## config.mk

```make
export PLATFORM = sky130hd
export DESIGN_NAME = dpir_queue
export DESIGN_NICKNAME = d
export VERILOG_FILES = /design/src/dpir_pkg.sv /design/src/dpir_queue.sv
export SDC_FILE = /design/constraint.sdc
export NUM_CORES = 1
export LEC_CHECK = 0
export BUFFER_PORTS_ARGS = -buffer_cell sky130_fd_sc_hd__buf_2
export CORE_UTILIZATION = 53
export DETAILED_ROUTE_END_ITERATION = 10
export PLACE_DENSITY = 0.81
export SLEW_MARGIN = 20
export SYNTH_ARGS = -nofsm -noshare
export SYNTH_HDL_FRONTEND = slang
export SYNTH_SLANG_ARGS = --single-unit
```

## constraint.sdc

```tcl
create_clock -name clk -period 4.6 [get_ports clk]
set_clock_uncertainty 0.2 [all_clocks]
set_input_delay 0.46 -clock clk [delete_from_list [all_inputs] [get_ports clk]]
set_output_delay 0.46 -clock clk [all_outputs]
set_load 0.03 [all_outputs]
```

## src/dpir_pkg.sv

```systemverilog
`timescale 1ns / 1ps
// ----------------------------------------------------------------------------
// dpir_pkg
// Shared types and constants of the dew point ice risk classifier.
// ----------------------------------------------------------------------------
package dpir_pkg;

  localparam int CFG_IDX_W  = 3;
  localparam int CFG_DATA_W = 16;
  localparam int LN_W       = 20;

  localparam logic [CFG_IDX_W-1:0] CFG_FREEZE_LIMIT   = 3'd0;
  localparam logic [CFG_IDX_W-1:0] CFG_HUMID_LIMIT    = 3'd1;
  localparam logic [CFG_IDX_W-1:0] CFG_DEW_MARGIN     = 3'd2;
  localparam logic [CFG_IDX_W-1:0] CFG_LOW_RISK_LIMIT = 3'd3;
  localparam logic [CFG_IDX_W-1:0] CFG_SURFACE_MIN    = 3'd4;
  localparam logic [CFG_IDX_W-1:0] CFG_SURFACE_MAX    = 3'd5;

  typedef enum logic [1:0] {
    RISK_NONE  = 2'd0,
    RISK_LOW   = 2'd1,
    RISK_HIGH  = 2'd2,
    RISK_FAULT = 2'd3
  } risk_t;

  // one classified reading handed from front to back
  typedef struct packed {
    logic                   fault;
    logic signed [15:0]     surface_temp;
    logic [9:0]             air_humidity;
    logic signed [13:0]     air_temp;
    logic signed [LN_W-1:0] ln_rh;
  } op_t;

  typedef struct packed {
    logic signed [13:0] freeze_limit;
    logic [9:0]         humid_limit;
    logic [12:0]        dew_margin;
    logic signed [13:0] low_risk_limit;
  } back_cfg_t;

endpackage

```

## src/dpir_queue.sv

```systemverilog
`timescale 1ns / 1ps
// ----------------------------------------------------------------------------
// dpir_queue
// Two-entry queue that decouples the front and back pipelines.
// ----------------------------------------------------------------------------
module dpir_queue (
  input  logic          clk,
  input  logic          rst,
  input  logic          in_valid,
  output logic          in_ready,
  input  dpir_pkg::op_t in_op,
  output logic          out_valid,
  input  logic          out_ready,
  output dpir_pkg::op_t out_op
);

  dpir_pkg::op_t slot [2];
  logic          wr_ptr;
  logic          rd_ptr;
  logic [1:0]    count;
  logic          push;
  logic          pop;

  assign in_ready  = (count != 2'd2);
  assign out_valid = (count != 2'd0);
  assign out_op    = slot[rd_ptr];
  assign push      = in_valid && in_ready;
  assign pop       = out_valid && out_ready;

  always_ff @(posedge clk) begin
    if (rst) begin
      wr_ptr <= 1'b0;
      rd_ptr <= 1'b0;
      count  <= 2'd0;
    end else begin
      if (push) wr_ptr <= !wr_ptr;
      if (pop)  rd_ptr <= !rd_ptr;
      case ({push, pop})
        2'b10:   count <= count + 2'd1;
        2'b01:   count <= count - 2'd1;
        default: count <= count;
      endcase
    end
  end

  always_ff @(posedge clk) begin
    if (push) slot[wr_ptr] <= in_op;
  end

endmodule

```

==> results.cfg <==
[clocking]
cts.htree.levels = 4
clk_transition_reported_paths_ns = 0.06
insertion_delay_ns = 0.49
clkSinkCount = 127
cts_made_buffers = 17
post-cts-setup-buffer-count = 0
cts.repair.resized = 0
cts_tree = done
clock_path_buffers = 2
clock-root-buffer = clkbuf_8
cts.hold.buffers_added = 62

[sta]
tcrit_tclk_final_pct = 67.37
hold_viol_final = 0
grt_setup_unrepaired = false
setup-violations-final = 0
timing.max_slew.rel_slack_pct = 42.99
worst_slew_pin_tran_ns = 0.8552
fin_crit_ns = 3.099
final_max_slew_viol_count = 0
fmaxAchievable_ghz = 0.3227
finalSetupTns_ns = 0

[worst_hold_path]
holdPathEnd = wr_ptr$_SDFFE_PP0P_
holdCritStartpoint = in_valid
timing.hold.worst.class = input pin to flop
hold_depth = 3

[critical_path]
worst_r2r_path_depth = 3
reg2reg_to = slot[1][43]$_DFFE_PP_
timing.critical_path.from_type = flop
rrSetupSlack_ns = 2.17
critPathArrivalTime_ns = 2.44
end_kind = output port
crit_required_ns = 3.94
r2r_start = count[0]$_SDFFE_PP0P_
timing.critical_path.fanout_max = 36
crit_type = flop to output port

[pwr]
cell_area_power_density_mw_per_mm2 = 619.3
power.static_leakage_uw = 0.002546
ir_worst_vdd_mv = 0.4566

[die]
fp.dieH_um = 95.25
die_w_um = 95.25
floorplan.io_pins = 128
floorplan.die_area_sq_mm = 0.009072
start_util_pct = 55.53
placement_rows = 33
fp.coreArea_sq_mm = 0.008299

[placed_design]
area_of_placed_instances_sq_mm = 0.005365
numPortBuffers = 127
place_congestion = 0.7194
detailed_place_hpwl_um = 4877

[global_routing]
global_route.usage.total_pct = 20.35
grt_first_pass_wirelength_um = 13110
grt_max_degree = 37
antenna_found_initial = 0
grt_pass1_vias = 2759
grt_overflow = 0

[synth]
yosysUniqueCellTypes = 19
synthesis.area_per_instance_sq_um = 21.53
synth_area_sq_mm = 0.004608
syn-instance-count = 214
yosysWarnings = 0
ys_seq_elements = 127
synth_seq_area_share_pct = 81.67
mappedNetlistNets = 280

[drt]
drc = 0
avgViaCountPerCell = 4.905
dr.pass1.iters = 5
dr.first_iter.drc_count = 118
drt-wirelength-per-cell_um = 15.99
postRouteAntennaNets = 0
num_vias = 2629
detail_route.wirelength_um = 8568

[layout]
diode_insertion_count_for_antenna_repair = 0
nFillCells = 436
area.growth.synth_to_final_pct = 44.15
drive_above_1_share_pct = 52.44
finalInstanceArea_sq_mm = 0.006643
final_nets = 484

[outcome]
run_status = finished, final reports clean

[flow_run]
max-cap-violations = 0
==> metal layers <==
layer / vias up / wire length (um) / part of all wire [%] / global-route usage [%]
li1: 1255 / - / - / -
met1: 1273 / 3429 / 40 / 23.10
met2: 91 / 4611 / 54 / 35.77
met3: 10 / 444 / 5.2 / 5.024
met4: 0 / 82 / 0.96 / 9.975
met5: - / 0 / 0 / 0
==> where the power goes <==
| part | internal, uW | total [uW] | leakage, uW | switching [uW] |
|---|---|---|---|---|
| Sequential | 1460 | 1560 | 0.00118 | 91.5 |
| Clock | 992 | 1450 | 0.000313 | 456 |
| Combinational | 419 | 1110 | 0.00105 | 692 |
==> worst max-delay path by stage <==
| stage | from | slack, ns | endpoint | depth (start not counted) |
|---|---|---|---|---|
| 2_1_floorplan | count[0]$_SDFFE_PP0P_ | 1.66 | slot[1][0]$_DFFE_PP_ | 2 |
| 6_report | flop | 1.50 | out_op[27] | 3 |
| 3_5_place_dp | flop | 1.99 | out_op[48] | 3 |
| 3_3_place_gp | flop | 2.00 | out_op[48] | 3 |
| 5_1_grt | flop | 1.35 | out_op[48] | 3 |
| 4_1_cts | flop | 1.43 | out_op[48] | 3 |
==> metrics by stage <==
stage          power (uW)  util (%)  instances  hold slack [ns]  setup slack [ns]
2_1_floorplan        2361         -        214           0.2739             1.661
3_3_place_gp         2623     64.65        442           0.2952             2.004
6_report             4114     80.04        536           0.1134             1.501
5_1_grt              4275     80.04        536           0.1070             1.351
3_5_place_dp         2645     64.65        442           0.3054             1.986
4_1_cts              4148     80.04        536          0.08643             1.433
==> worst max-delay path: stages (launching register included) <==
cell and delay, ns:
dfxtp_2 0.88, buf_4 0.46, mux2_2 0.39, buf_2 0.18
==> final cells by class <==
type                    count  area, sq um  share of cell area (%)
flip-flops and latches    127         3765                   56.68
clock inverters            13        235.2                   3.541
well taps                 105        131.4                   1.978
inverters                   1        3.754                 0.05651
multi-input cells          79        807.0                   12.15
clock buffers              19        421.7                   6.348
repair buffers            192         1279                   19.25
==> cell usage in the layout, fill, tap and decap left out, drive strengths merged, types with 2 or more instances in the layout <==
| cell type | count |
|---|---|
| dfxtp | 5 |
| buf | 130 |
| inv | 2 |
| dlygate4sd3 | 62 |
| nor2 | 3 |
| a21oi | 2 |
| edfxtp | 122 |
| clkbuf | 19 |
| mux2 | 61 |
| clkinvlp | 2 |
| xnor2 | 2 |
| bufinv | 6 |
| clkinv | 4 |
==> registers in the layout, summed over array words and instances (netlist names), named ones only <==
name	cells
slot	122
rd_ptr	1
wr_ptr	1
count	2
==> synth_stat cells <==
library cell	count	area, sq um
o21ai_0	1	5.000
or3_1	1	6.260
and3_1	1	6.260
buf_2	7	35.03
nor2_1	3	11.26
inv_1	1	3.750
or2_2	1	6.260
xor2_1	1	8.760
dfxtp_1	5	100.1
o21a_1	1	7.510
edfxtp_1	122	3664
ha_1	1	12.51
xnor2_1	2	17.52
a21oi_1	2	10.01
nand2b_1	1	6.260
nand3b_1	1	7.510
nand2_1	1	3.750
mux2_2	61	686.9
a21bo_2	1	10.01
==> cell families (layout without fill, tap and decap cells) <==
group / after synthesis / after routing / synth area share (%)
simple gates: 9 / 9 / 1.032
xor+xnor: 3 / 3 / 0.5703
fa+ha+maj: 1 / 1 / 0.2715
mux: 61 / 61 / 14.91
buf+inv: 8 / 225 / 0.8415
compound gates: 5 / 5 / 0.7059
flops: 127 / 127 / 81.67
Note: power is estimated with default switching activity, not from simulation.
